`src/hdl/erdc_pkg.sv`:
```
`timescale 1ns / 1ps
// Shared types, constants and register map for the entrance relay door controller.
// No dependencies; erdc_cfg, erdc_ctrl, the top level and the testbench import this package.
package erdc_pkg;

	// Default counter widths
	localparam int ERDC_TIMER_BITS = 24;
	localparam int ERDC_PULSE_BITS = 16;

	// Configuration port geometry
	localparam int CFG_INDEX_BITS = 3;
	localparam int CFG_DATA_BITS  = 24;
	localparam int TICK_REG_BITS  = 24;
	localparam int PULSE_REG_BITS = 16;

	// Register indexes
	localparam logic [CFG_INDEX_BITS-1:0] REG_AUTO_CLOSE_ENABLE = 3'd0;
	localparam logic [CFG_INDEX_BITS-1:0] REG_TRAVEL_TICKS      = 3'd1;
	localparam logic [CFG_INDEX_BITS-1:0] REG_AUTO_CLOSE_TICKS  = 3'd2;
	localparam logic [CFG_INDEX_BITS-1:0] REG_PULSE_TICKS       = 3'd3;
	localparam logic [CFG_INDEX_BITS-1:0] REG_REPORT_PERIOD     = 3'd4;

	// Register reset values
	localparam logic                      RST_AUTO_CLOSE_ENABLE = 1'b1;
	localparam logic [TICK_REG_BITS-1:0]  RST_TRAVEL_TICKS      = 24'd15000;
	localparam logic [TICK_REG_BITS-1:0]  RST_AUTO_CLOSE_TICKS  = 24'd60000;
	localparam logic [PULSE_REG_BITS-1:0] RST_PULSE_TICKS       = 16'd500;
	localparam logic [TICK_REG_BITS-1:0]  RST_REPORT_PERIOD     = 24'd30000;

	typedef enum logic [1:0] {
		DOOR_CLOSED = 2'd0,
		DOOR_MOVING = 2'd1,
		DOOR_HOLD   = 2'd2,
		DOOR_MOM    = 2'd3
	} door_t;

	typedef enum logic [1:0] {
		CMD_TOGGLE = 2'd0,
		CMD_MOM    = 2'd1,
		CMD_CLOSE  = 2'd2,
		CMD_HOLD   = 2'd3
	} cmd_t;

	typedef struct packed {
		logic                      auto_close_enable;
		logic [TICK_REG_BITS-1:0]  travel_ticks;
		logic [TICK_REG_BITS-1:0]  auto_close_ticks;
		logic [PULSE_REG_BITS-1:0] pulse_ticks;
		logic [TICK_REG_BITS-1:0]  report_period;
	} cfg_t;

	typedef struct packed {
		logic op;
		cmd_t command;
	} item_t;

	typedef struct packed {
		logic  relay_on;
		door_t door_now;
		door_t door_pending;
		logic  report_due;
	} result_t;

endpackage

```
`src/hdl/erdc_if.sv`:
```
`timescale 1ns / 1ps
// Valid/ready channel interfaces for the door controller: input items and results.
// No dependencies.
interface erdc_item_if;
	logic       valid;
	logic       ready;
	logic       op;
	logic [1:0] command;

	modport source (output valid, output op, output command, input ready);
	modport sink (input valid, input op, input command, output ready);
endinterface

interface erdc_result_if;
	logic       valid;
	logic       ready;
	logic       relay_on;
	logic [1:0] door_now;
	logic [1:0] door_pending;
	logic       report_due;

	modport source (output valid, output relay_on, output door_now, output door_pending,
		output report_due, input ready);
	modport sink (input valid, input relay_on, input door_now, input door_pending,
		input report_due, output ready);
endinterface

```
`src/hdl/erdc_cfg.sv`:
```
`timescale 1ns / 1ps
// Configuration register bank of the door controller.
// Depends on erdc_pkg for the register map, reset values and cfg_t.
module erdc_cfg
	import erdc_pkg::*;
(
	input  logic                      clk,
	input  logic                      arst_n,
	input  logic                      cfg_we,
	input  logic [CFG_INDEX_BITS-1:0] cfg_index,
	input  logic [CFG_DATA_BITS-1:0]  cfg_data,
	output cfg_t                      cfg
);

	cfg_t cfg_q;

	// Write the addressed register; drop writes to unknown indexes
	always_ff @(posedge clk or negedge arst_n) begin
		if (!arst_n) begin
			cfg_q.auto_close_enable <= RST_AUTO_CLOSE_ENABLE;
			cfg_q.travel_ticks      <= RST_TRAVEL_TICKS;
			cfg_q.auto_close_ticks  <= RST_AUTO_CLOSE_TICKS;
			cfg_q.pulse_ticks       <= RST_PULSE_TICKS;
			cfg_q.report_period     <= RST_REPORT_PERIOD;
		end else if (cfg_we) begin
			unique case (cfg_index)
				REG_AUTO_CLOSE_ENABLE: cfg_q.auto_close_enable <= cfg_data[0];
				REG_TRAVEL_TICKS:      cfg_q.travel_ticks <= TICK_REG_BITS'(cfg_data);
				REG_AUTO_CLOSE_TICKS:  cfg_q.auto_close_ticks <= TICK_REG_BITS'(cfg_data);
				REG_PULSE_TICKS:       cfg_q.pulse_ticks <= cfg_data[PULSE_REG_BITS-1:0];
				REG_REPORT_PERIOD:     cfg_q.report_period <= TICK_REG_BITS'(cfg_data);
				default: begin
				end
			endcase
		end
	end

	assign cfg = cfg_q;

endmodule

```
`src/hdl/erdc_ctrl.sv`:
```
`timescale 1ns / 1ps
// Door state machine, relay pulse timer, transition countdown and keepalive counter.
// Depends on erdc_pkg; advances by one transaction whenever step is high.
module erdc_ctrl
	import erdc_pkg::*;
#(
	parameter int TIMER_BITS = ERDC_TIMER_BITS,
	parameter int PULSE_BITS = ERDC_PULSE_BITS
) (
	input  logic    clk,
	input  logic    arst_n,
	input  logic    step,
	input  item_t   item,
	input  cfg_t    cfg,
	output result_t res
);

	door_t                 door_q, door_d;
	door_t                 next_q, next_d;
	logic [TIMER_BITS-1:0] tc_q, tc_d;
	logic                  relay_q, relay_d;
	logic [PULSE_BITS-1:0] pulse_q, pulse_d;
	logic [TIMER_BITS-1:0] rpt_q, rpt_d;
	logic                  rpt_hit;

	logic [TIMER_BITS-1:0] mov_ticks;
	logic [TIMER_BITS-1:0] acl_ticks;
	logic [TIMER_BITS-1:0] per_ticks;
	logic [PULSE_BITS-1:0] pls_ticks;
	logic                  ace;
	cmd_t                  cmd;

	// Bring register values to counter width
	assign mov_ticks = TIMER_BITS'(cfg.travel_ticks);
	assign acl_ticks = TIMER_BITS'(cfg.auto_close_ticks);
	assign per_ticks = TIMER_BITS'(cfg.report_period);
	assign pls_ticks = PULSE_BITS'(cfg.pulse_ticks);
	assign ace       = cfg.auto_close_enable;
	assign cmd       = item.command;

	// Next state: a command acts on the door, a tick advances all timers
	always_comb begin
		door_d  = door_q;
		next_d  = next_q;
		tc_d    = tc_q;
		relay_d = relay_q;
		pulse_d = pulse_q;
		rpt_d   = rpt_q;
		rpt_hit = 1'b0;
		if (item.op) begin
			unique case (door_q)
				DOOR_CLOSED: begin
					if (cmd == CMD_TOGGLE || cmd == CMD_MOM) begin
						relay_d = 1'b1;
						pulse_d = pls_ticks;
						door_d  = DOOR_MOVING;
						next_d  = ace ? DOOR_MOM : DOOR_HOLD;
						tc_d    = mov_ticks;
					end else if (cmd == CMD_HOLD) begin
						relay_d = 1'b1;
						pulse_d = ace ? '0 : pls_ticks;
						door_d  = DOOR_MOVING;
						next_d  = DOOR_HOLD;
						tc_d    = mov_ticks;
					end
				end
				DOOR_HOLD: begin
					if (cmd == CMD_TOGGLE || cmd == CMD_CLOSE) begin
						relay_d = 1'b1;
						pulse_d = pls_ticks;
						door_d  = DOOR_MOVING;
						next_d  = DOOR_CLOSED;
						tc_d    = mov_ticks;
					end else if (cmd == CMD_MOM && ace) begin
						relay_d = 1'b0;
						pulse_d = '0;
						door_d  = DOOR_MOM;
						next_d  = DOOR_MOVING;
						tc_d    = acl_ticks;
					end
				end
				DOOR_MOM: begin
					if (cmd == CMD_TOGGLE || cmd == CMD_CLOSE) begin
						relay_d = 1'b1;
						pulse_d = pls_ticks;
						door_d  = DOOR_MOVING;
						next_d  = DOOR_CLOSED;
						tc_d    = mov_ticks;
					end else if (cmd == CMD_HOLD && ace) begin
						// hold open drops the scheduled auto close
						relay_d = 1'b1;
						pulse_d = '0;
						door_d  = DOOR_HOLD;
						next_d  = DOOR_HOLD;
						tc_d    = '0;
					end
				end
				DOOR_MOVING: begin
					// commands are ignored while the door travels
				end
			endcase
		end else begin
			// count the relay pulse down and release at its end
			if (pulse_q != '0) begin
				pulse_d = pulse_q - PULSE_BITS'(1);
				if (pulse_q == PULSE_BITS'(1))
					relay_d = 1'b0;
			end
			// run the timed transition while one is scheduled
			if (door_q != next_q) begin
				if (tc_q <= TIMER_BITS'(1)) begin
					door_d = next_q;
					tc_d   = '0;
					if (next_q == DOOR_MOVING) begin
						tc_d = mov_ticks;
						if (door_q == DOOR_CLOSED)
							next_d = DOOR_HOLD;
						else if (door_q == DOOR_MOM || door_q == DOOR_HOLD)
							next_d = DOOR_CLOSED;
					end else if (next_q == DOOR_MOM && ace) begin
						tc_d   = acl_ticks;
						next_d = DOOR_MOVING;
					end
				end else begin
					tc_d = tc_q - TIMER_BITS'(1);
				end
			end
			// keepalive report
			if (rpt_q <= TIMER_BITS'(1)) begin
				rpt_hit = 1'b1;
				rpt_d   = per_ticks;
			end else begin
				rpt_d = rpt_q - TIMER_BITS'(1);
			end
		end
		// any change of door state is reported and restarts the keepalive
		if (door_d != door_q) begin
			rpt_hit = 1'b1;
			rpt_d   = per_ticks;
		end
	end

	// Result of the transaction in flight
	always_comb begin
		res.relay_on     = relay_d;
		res.door_now     = door_d;
		res.door_pending = next_d;
		res.report_due   = rpt_hit;
	end

	// Hold state between transactions
	always_ff @(posedge clk or negedge arst_n) begin
		if (!arst_n) begin
			door_q  <= DOOR_CLOSED;
			next_q  <= DOOR_CLOSED;
			tc_q    <= '0;
			relay_q <= 1'b0;
			pulse_q <= '0;
			rpt_q   <= '0;
		end else if (step) begin
			door_q  <= door_d;
			next_q  <= next_d;
			tc_q    <= tc_d;
			relay_q <= relay_d;
			pulse_q <= pulse_d;
			rpt_q   <= rpt_d;
		end
	end

	// A running pulse implies the relay is driven
	a_pulse_relay: assert property (@(posedge clk) disable iff (!arst_n)
		pulse_q != '0 |-> relay_q)
		else $error("relay pulse running with relay off");

	// Travel always has a destination other than travel
	a_moving_target: assert property (@(posedge clk) disable iff (!arst_n)
		door_q == DOOR_MOVING |-> next_q != DOOR_MOVING)
		else $error("door moving towards moving");

	// No countdown left over when nothing is scheduled
	a_idle_count: assert property (@(posedge clk) disable iff (!arst_n)
		door_q == next_q |-> tc_q == '0)
		else $error("transition count non-zero with nothing scheduled");

endmodule

```
`src/hdl/entrance_relay_door_controller.sv`:
```
`timescale 1ns / 1ps
// Top level of the entrance relay door controller: input stage, state logic, result stage.
// Depends on erdc_pkg, erdc_if, erdc_cfg and erdc_ctrl.
//
// Usage:
//   item   - valid/ready channel of transactions: op 0 is one 1 ms tick, op 1 a door
//            command (toggle, momentary open, close, hold open).
//   result - valid/ready channel, exactly one transaction per item: relay level,
//            door state, scheduled next state and the report flag.
//   cfg_*  - register write port (enable, index, data); write only while idle.
// An accepted item sits in the input register, goes through the state update and lands
// in the result register when it moves on, and its result is then offered on result.
// Throughput is one item per cycle while the receiver takes every result; the state
// registers are loaded from the combinational state update of the item they hold.
// If the receiver stalls, the result is held and one more item may wait in the input
// register; item.ready then drops until the result is taken.
// Reset clears both stages, puts the door at closed with no pulse running and loads
// the register defaults; the first tick after reset raises a keepalive report.
module entrance_relay_door_controller
	import erdc_pkg::*;
#(
	parameter int TIMER_BITS = ERDC_TIMER_BITS,
	parameter int PULSE_BITS = ERDC_PULSE_BITS
) (
	input  logic                      clk,
	input  logic                      arst_n,
	erdc_item_if.sink                 item,
	erdc_result_if.source             result,
	input  logic                      cfg_we,
	input  logic [CFG_INDEX_BITS-1:0] cfg_index,
	input  logic [CFG_DATA_BITS-1:0]  cfg_data
);

	cfg_t    cfg;
	item_t   item_s1;
	logic    valid_s1;
	result_t result_s2;
	logic    valid_s2;
	result_t res;
	logic    advance;
	logic    take;

	erdc_cfg u_cfg (
		.clk       (clk),
		.arst_n    (arst_n),
		.cfg_we    (cfg_we),
		.cfg_index (cfg_index),
		.cfg_data  (cfg_data),
		.cfg       (cfg)
	);

	erdc_ctrl #(
		.TIMER_BITS (TIMER_BITS),
		.PULSE_BITS (PULSE_BITS)
	) u_ctrl (
		.clk    (clk),
		.arst_n (arst_n),
		.step   (advance),
		.item   (item_s1),
		.cfg    (cfg),
		.res    (res)
	);

	// Move the held item on when the result register is free or being emptied
	assign advance    = valid_s1 && (!valid_s2 || result.ready);
	assign item.ready = !valid_s1 || advance;
	assign take       = item.valid && item.ready;

	// Input stage
	always_ff @(posedge clk or negedge arst_n) begin
		if (!arst_n) begin
			valid_s1 <= 1'b0;
		end else if (take) begin
			valid_s1 <= 1'b1;
		end else if (advance) begin
			valid_s1 <= 1'b0;
		end
	end

	always_ff @(posedge clk) begin
		if (take) begin
			item_s1.op      <= item.op;
			item_s1.command <= cmd_t'(item.command);
		end
	end

	// Result stage
	always_ff @(posedge clk or negedge arst_n) begin
		if (!arst_n) begin
			valid_s2 <= 1'b0;
		end else if (advance) begin
			valid_s2 <= 1'b1;
		end else if (result.ready) begin
			valid_s2 <= 1'b0;
		end
	end

	always_ff @(posedge clk) begin
		if (advance)
			result_s2 <= res;
	end

	assign result.valid        = valid_s2;
	assign result.relay_on     = result_s2.relay_on;
	assign result.door_now     = result_s2.door_now;
	assign result.door_pending = result_s2.door_pending;
	assign result.report_due   = result_s2.report_due;

	// An empty result stage never blocks the input
	a_ready_when_empty: assert property (@(posedge clk) disable iff (!arst_n)
		!valid_s2 |-> item.ready)
		else $error("input stalled with result stage empty");

endmodule

```
`src/flat_wrapper.sv`:
```
// flat-port wrapper written by rule: the top's interface ports become plain ports
module entrance_relay_door_controller_flat import erdc_pkg::*;
#(
	parameter int TIMER_BITS = ERDC_TIMER_BITS,
	parameter int PULSE_BITS = ERDC_PULSE_BITS
)
  (clk, arst_n, cfg_we, cfg_index, cfg_data, item_valid, item_op, item_command, item_ready, result_valid, result_relay_on, result_door_now, result_door_pending, result_report_due, result_ready);
  erdc_item_if item_i ();
  erdc_result_if result_i ();
  input  logic clk;
  input  logic arst_n;
  input  logic cfg_we;
  input  logic [CFG_INDEX_BITS-1:0] cfg_index;
  input  logic [CFG_DATA_BITS-1:0] cfg_data;
  input wire logic [$bits(item_i.valid)-1:0] item_valid;
  input wire logic [$bits(item_i.op)-1:0] item_op;
  input wire logic [$bits(item_i.command)-1:0] item_command;
  output wire logic [$bits(item_i.ready)-1:0] item_ready;
  output wire logic [$bits(result_i.valid)-1:0] result_valid;
  output wire logic [$bits(result_i.relay_on)-1:0] result_relay_on;
  output wire logic [$bits(result_i.door_now)-1:0] result_door_now;
  output wire logic [$bits(result_i.door_pending)-1:0] result_door_pending;
  output wire logic [$bits(result_i.report_due)-1:0] result_report_due;
  input wire logic [$bits(result_i.ready)-1:0] result_ready;
  assign item_i.valid = item_valid;
  assign item_i.op = item_op;
  assign item_i.command = item_command;
  assign item_ready = item_i.ready;
  assign result_valid = result_i.valid;
  assign result_relay_on = result_i.relay_on;
  assign result_door_now = result_i.door_now;
  assign result_door_pending = result_i.door_pending;
  assign result_report_due = result_i.report_due;
  assign result_i.ready = result_ready;
  entrance_relay_door_controller #(.TIMER_BITS(TIMER_BITS), .PULSE_BITS(PULSE_BITS)) u_core (.clk(clk), .arst_n(arst_n), .item(item_i), .result(result_i), .cfg_we(cfg_we), .cfg_index(cfg_index), .cfg_data(cfg_data));
endmodule
```
`config.mk`:
```
export PLATFORM = sky130hd
export DESIGN_NAME = entrance_relay_door_controller_flat
export DESIGN_NICKNAME = d
export VERILOG_FILES = /design/src/hdl/erdc_pkg.sv /design/src/hdl/erdc_if.sv /design/src/hdl/erdc_cfg.sv /design/src/hdl/erdc_ctrl.sv /design/src/hdl/entrance_relay_door_controller.sv /design/src/flat_wrapper.sv
export SDC_FILE = /design/constraint.sdc
export NUM_CORES = 1
export LEC_CHECK = 0
export BUFFER_PORTS_ARGS = -buffer_cell sky130_fd_sc_hd__buf_2
export CORE_ASPECT_RATIO = 1.5
export CORE_UTILIZATION = 55
export DETAILED_ROUTE_END_ITERATION = 6
export PLACE_DENSITY = 0.71
export SYNTH_ARGS = -nofsm -noshare
export SYNTH_HDL_FRONTEND = slang
export SYNTH_SLANG_ARGS = --single-unit
```
`constraint.sdc`:
```
create_clock -name clk -period 7.58 [get_ports clk]
set_input_delay 0.758 -clock clk [delete_from_list [all_inputs] [get_ports clk]]
set_output_delay 0.758 -clock clk [all_outputs]
set_load 0.05 [all_outputs]
```
; ---- Word level (Yosys, flattened, before mapping)
; Cells that the tools add are included.
[classes]
eq_ne = 19
muxes = 66
reduce_logical = 28
n_addsub = 3
magnitude_cmp = 2
[ops]
columns = cell, count
row1 = $mux W24, 14
row2 = $mux W16, 9
row3 = $pmux W24 S3, 1
row4 = $le A24 B1 Y1 const B, 2
row5 = $pmux W16 S3, 1
row6 = $sub A24 B1 Y24 const B, 2
row7 = $mux W2, 22
row8 = $eq A16 B1 Y1 const B, 1
row9 = $mux W1, 16
row10 = $ne A4 B4 Y1 const B, 4
row11 = $reduce_bool A16 Y1, 1
row12 = $sub A16 B1 Y16 const B, 1
row13 = $pmux W2 S3, 2
row14 = $reduce_and A2 Y1, 6
row15 = $reduce_and A6 Y1, 2
row16 = $eq A2 B2 Y1 const B, 5
row17 = $reduce_bool A2 Y1, 4
row18 = $eq A3 B2 Y1 const B, 2
row19 = $logic_and A1 B1 Y1, 5
row20 = $logic_or A1 B1 Y1, 5
row21 = $eq A2 B1 Y1 const B, 2
row22 = $logic_not A2 Y1, 2
row23 = $ne A2 B2 Y1, 2
row24 = $eq A3 B1 Y1 const B, 1
row25 = 5 further kinds, 6
[totals]
regBits = 169
out_inout_bits = 8
in_bits = 35
elab_cells = 137

; ---- Depth between registers and ports, before layout
[logic_depth]
ltp_word = 9
depth_mapped = 12
depth_no_buf = 8

; ---- Modules after synthesis
; From an unflattened synthesis, not the netlist that was laid out.
[hier_totals]
hier_cells = 910
area_unflattened_um2 = 9489.1
[modules_own_cells]
columns = module, area_per_inst_um2, cells_per_inst, instances, seq_area_each_um2
row1 = erdc_ctrl, 5569.1, 700, 1, 1726.7
row2 = erdc_cfg, 3545.9, 193, 1, 2262.2
row3 = entrance_relay_door_controller, 374.1, 17, 1, 320.3

; ---- Least setup slack after synthesis
; No wires, ideal clock.
[synth_timing]
path_kind = reg-to-reg
start = register u_core.u_ctrl.door_q[1]
end = register u_core.u_ctrl.rpt_q[22]
n_path_buf = 3
setup_ns = 0.124
synth_period_minus_slack_ns = 2.651
path_slack_ns = 4.929
required_time_ns = 7.456
stages_incl_launch_ff = 12
arrival_ns = 2.528
path_cell_list = dfrtp_1 clkbuf_1 inv_1 ha_1 buf_2 and3b_1 or3b_1 o21ai_2 o31ai_2 buf_2 and2_0 a211o_1
[synth_between]
elab_chain_cells = 7
elab_cells_between_ends = 18
classes_between = eq/ne: 5 / mux: 11 / reduce/logical: 2
[synth_rtl]
columns = item, line_no
row1 = "start, declared", erdc_ctrl.sv:18  ; door_t door_q, door_d;
row2 = "start signal, assigned", erdc_ctrl.sv:161  ; door_q <= door_d;
row3 = $mux W2 (on tied branches), "erdc_ctrl.sv:89, erdc_ctrl.sv:59, erdc_ctrl.sv:74"
row4 = $mux W2 (on tied branches), "erdc_ctrl.sv:83, erdc_ctrl.sv:53, erdc_ctrl.sv:68"
row5 = $pmux W2 S3, erdc_ctrl.sv:51  ; unique case (door_q)
row6 = $mux W2, erdc_ctrl.sv:50  ; if (item.op) begin
row7 = $ne A2 B2 Y1 (*), erdc_ctrl.sv:137  ; if (door_d != door_q) begin
row8 = $ne A2 B2 Y1 (no source line), n/a
row9 = $reduce_and A2 Y1 (no source line), n/a
row10 = "end signal, assigned", erdc_ctrl.sv:166  ; rpt_q <= rpt_d;
row11 = "end, declared", erdc_ctrl.sv:23  ; logic [TIMER_BITS-1:0] rpt_q, rpt_d;
; Every way passes the cells marked *; elsewhere a longest branch is shown, timed or not.
; A chain may end at the register's enable or synchronous reset.

; ---- Worst setup path in the final report
[layout_timing]
start = register u_core.u_ctrl.door_q[0]
end = register u_core.u_ctrl.rpt_q[0]
; The elaborated chain is that of the path after synthesis.

==> results.txt <==
----------------------------------------------------
[Run status]
  Result of the run ... completed

[Critical path]
  R2r startpoint ... u_core.u_ctrl.door_q[0]
  Beginning of the critical path ... u_core.u_ctrl.door_q[0]
  Critical Setup Path Class ... flip-flop to flip-flop
  Largest fanout on the critical path ... 26
  Data required time at the worst endpoint ... 7900 ps
  R2R cell count ... 8
  Data arrival time at the worst-slack endpoint ... 4090 ps
  Crit Reg-Reg Endpoint ... u_core.u_ctrl.rpt_q[0]
  Register-to-register setup slack ... around 3800 ps
  Crit path capture type ... flip-flop
  CP Launch Type ... flip-flop
  CP endpoint ... u_core.u_ctrl.rpt_q[0]

[Synth]
  Cell taking the most area after synthesis ... dfrtp_1
  Unique masters post-synth ... 80
  Net Count, Synth ... 1021
  Average instance area after synthesis ... 10.0 sq um
  Yosys synthesis warning count ... 0
  Most repeated cell in the gate-level netlist after synthesis ... dfrtp_1
  Yosys top cell area share ... 0.337
  Post-synth top flop ... dfrtp_1
  Cell Area, Synth ... 9790 sq um
  Area contributors post-synth ... dfrtp_1, mux2_2, dfstp_2
  Synth cell count leaders ... dfrtp_1, mux2_2, nand2_1
  Portion of the post-synthesis area used by sequential elements ... 0.440
  Share of async-settable or async-resettable flops after synthesis ... 0.947
  Number of enable-type register cells in the synthesized netlist ... 9
  Number of cells produced by synthesis ... 976
  Flops & latches, synth ... 169

[Floorplanning]
  Initial cell density of the core ... 0.564
  Core Footprint ... ~17000 sq um
  Die X ... around 110 um
  Num ports ... 43
  DIE AREA ... 18300 sq um
  Site Rows ... approximately 60
  Die Span Y ... 165 um

[Routing]
  Vias per inst ... 6.67
  DR vias ... 8018
  Routed wire length ... between 20 and 30 mm
  Avg WL per Cell ... between 20 and 25 um
  DRC ... 0
  Final ANT Viol Nets ... 0
  Pre-antenna DRT Iters ... 6
  Starting DRC count in detailed routing ... 624

[Timing]
  Setup TNS ... 0 ps
  Pins Over Slew Limit ... 0
  Transition time at the pin with the least slew margin ... 1070 ps
  Maximum clock rate ... 265 MHz
  Final clock skew ... 9.83 ps
  Post-route minimum period ... 3770 ps
  Setup repair after global routing missed its margin ... false
  Slew margin rel. ... 0.285
  Final hold vios ... 0
  Final count of negative-setup-slack endpoints ... 0
  Final Cycle Share ... 0.497

[CTS]
  CTS tree ... done
  Max Buffers Root-to-Sink ... 2
  Root buffer selected by CTS ... clkbuf_16
  Clock buffer count from CTS ... 17
  Hold-fix buffers at CTS ... 0
  Sinks on the clock net ... 169
  Postcts setup bufs ... 0
  Clock latency on the worst-skew pair ... 440 ps
  Clock-pin slew of the registers on the worst-case setup and hold paths ... 70 ps
  Number of cells upsized or downsized after cts ... 0
  Number of levels the H-tree was split into ... 4

[Worst hold path]
  Hold WC Path Type ... primary input to async pin

[GRT]
  Pin count of the biggest net entering global routing ... 89
  Number of antenna violations at the first check in global routing ... 0
  Global-route wire length before repair ... 41.6 mm
  GRT Residual Overflow ... 0
  Via count of the first global-routing pass ... ~7700
  Combined global-route utilization of all metal layers ... 0.291

[Power]
  PD cells ... 355 nW/um^2
  Leakage power ... 4.13 nW
  Maximum VDD drop ... 0.197 mV

[Cells and area]
  Final cell area excluding filler cells ... 10700 sq um
  Diode insertion count for antenna repair ... 0
  Final net count ... 1022
  Layout cell share with drive strength beyond 1 ... 0.244
  Area grow syn2layout ... 8.93%

[Job]
  Maxcap violations ... 0

[Placed design]
  Detailed placement HPWL ... about 17 mm
  Instance area after placement ... 10100 sq um
  Routability-driven placement congestion ratio ... 0.878
  Input/output buffers ... 42

----------------------------------------------------
[layout by cell type (no fill, tap or decap), drive strengths merged, types with 15 or more instances in the layout]
master	netlist	final
buf	31	56
o211ai	28	28
nor3	33	33
o21ai	32	32
a21oi	33	33
nand2	78	78
a31oi	16	16
nand4	25	25
o31ai	21	21
nor4	15	15
nor2	69	69
clkbuf	43	18
mux2	93	93
inv	29	35
dfstp	28	28
nand3	21	21
a221oi	21	21
a22oi	17	17
dfrtp	132	132
[final cells by class]
class / count / area [sq um]
clock buffer: 18 / 439
clock inverter: 14 / 160
fill: 1490 / 6690
inverter: 29 / 109
multi-input combinational: 704 / 5060
sequential: 169 / 4310
tap: 213 / 267
timing repair buffer: 56 / 322
[routing by layer]
metal  up-vias  GRT usage  part of all wire
li1       3727          -                 -
met1      3989      0.357              0.42
met2       243      0.509              0.51
met3        59     0.0453             0.041
met4         0      0.124             0.032
met5         -          0                 0
[critical path, stage by stage, from the launching register on]
cell and delay (ps):
dfrtp_1 510, inv_1 160, ha_1 370, o21ai_4 680, or3b_1 490, o21ai_0 400, o32a_2 570, nor4_1 90
a311o_1 350
[kinds of logic after synthesis]
family | Yosys count | share of synthesized area
adder cells (fa/ha/maj) | 10 | 0.0128
flip-flops | 169 | 0.440
AND/OR/NAND/NOR | 306 | 0.165
multiplexers | 98 | 0.112
buffers and inverters | 103 | 0.0455
XOR/XNOR | 12 | 0.0107
AO/OA/AOI/OAI | 278 | 0.214
[how the worst min path moves through the flow]
stage	to	slack, ps	cells after the start
finish	u_core.u_cfg.cfg[21]	400	1
global route	u_core.u_ctrl.door_q[0]	470	1
global placement	u_core.result.valid	490	1
floorplan	u_core.result.valid	460	0
CTS	u_core.u_ctrl.rpt_q[1]	430	1
detailed placement	u_core.result.valid	480	1
[per-stage QoR]
stage          hold WS (ps)  utilization  instances  power (W)  worst slack (ps)
6_report                398        0.615       1203    0.00378              3810
5_1_grt                 472        0.615       1203    0.00402              3600
4_1_cts                 434        0.615       1203    0.00378              3860
3_5_place_dp            482        0.580       1171    0.00288              3890
3_3_place_gp            488        0.580       1171    0.00285              3960
2_1_floorplan           462            -        976    0.00254              4930
[flip-flops by register name, summed over array words and instances (netlist names)]
name	count
u_core.u_ctrl.tc_q	24
u_core.u_ctrl.pulse_q	16
u_core.result.valid	1
u_core.valid_s1	1
u_core.u_ctrl.door_q	2
u_core.result.relay_on	1
u_core.result.door_now	2
u_core.u_cfg.cfg	89
u_core.result.report_due	1
u_core.u_ctrl.next_q	2
u_core.result.door_pending	2
u_core.u_ctrl.rpt_q	24
u_core.u_ctrl.relay_q	1
u_core.item_s1	3
[power breakdown]
group | internal (W) | total [W] | switching (W)
logic | 0.000542 | 0.00134 | 0.000796
registers | 0.00122 | 0.00155 | 0.000323
clock network | 0.000502 | 0.000896 | 0.000394
(Power assumes the default switching activity.)
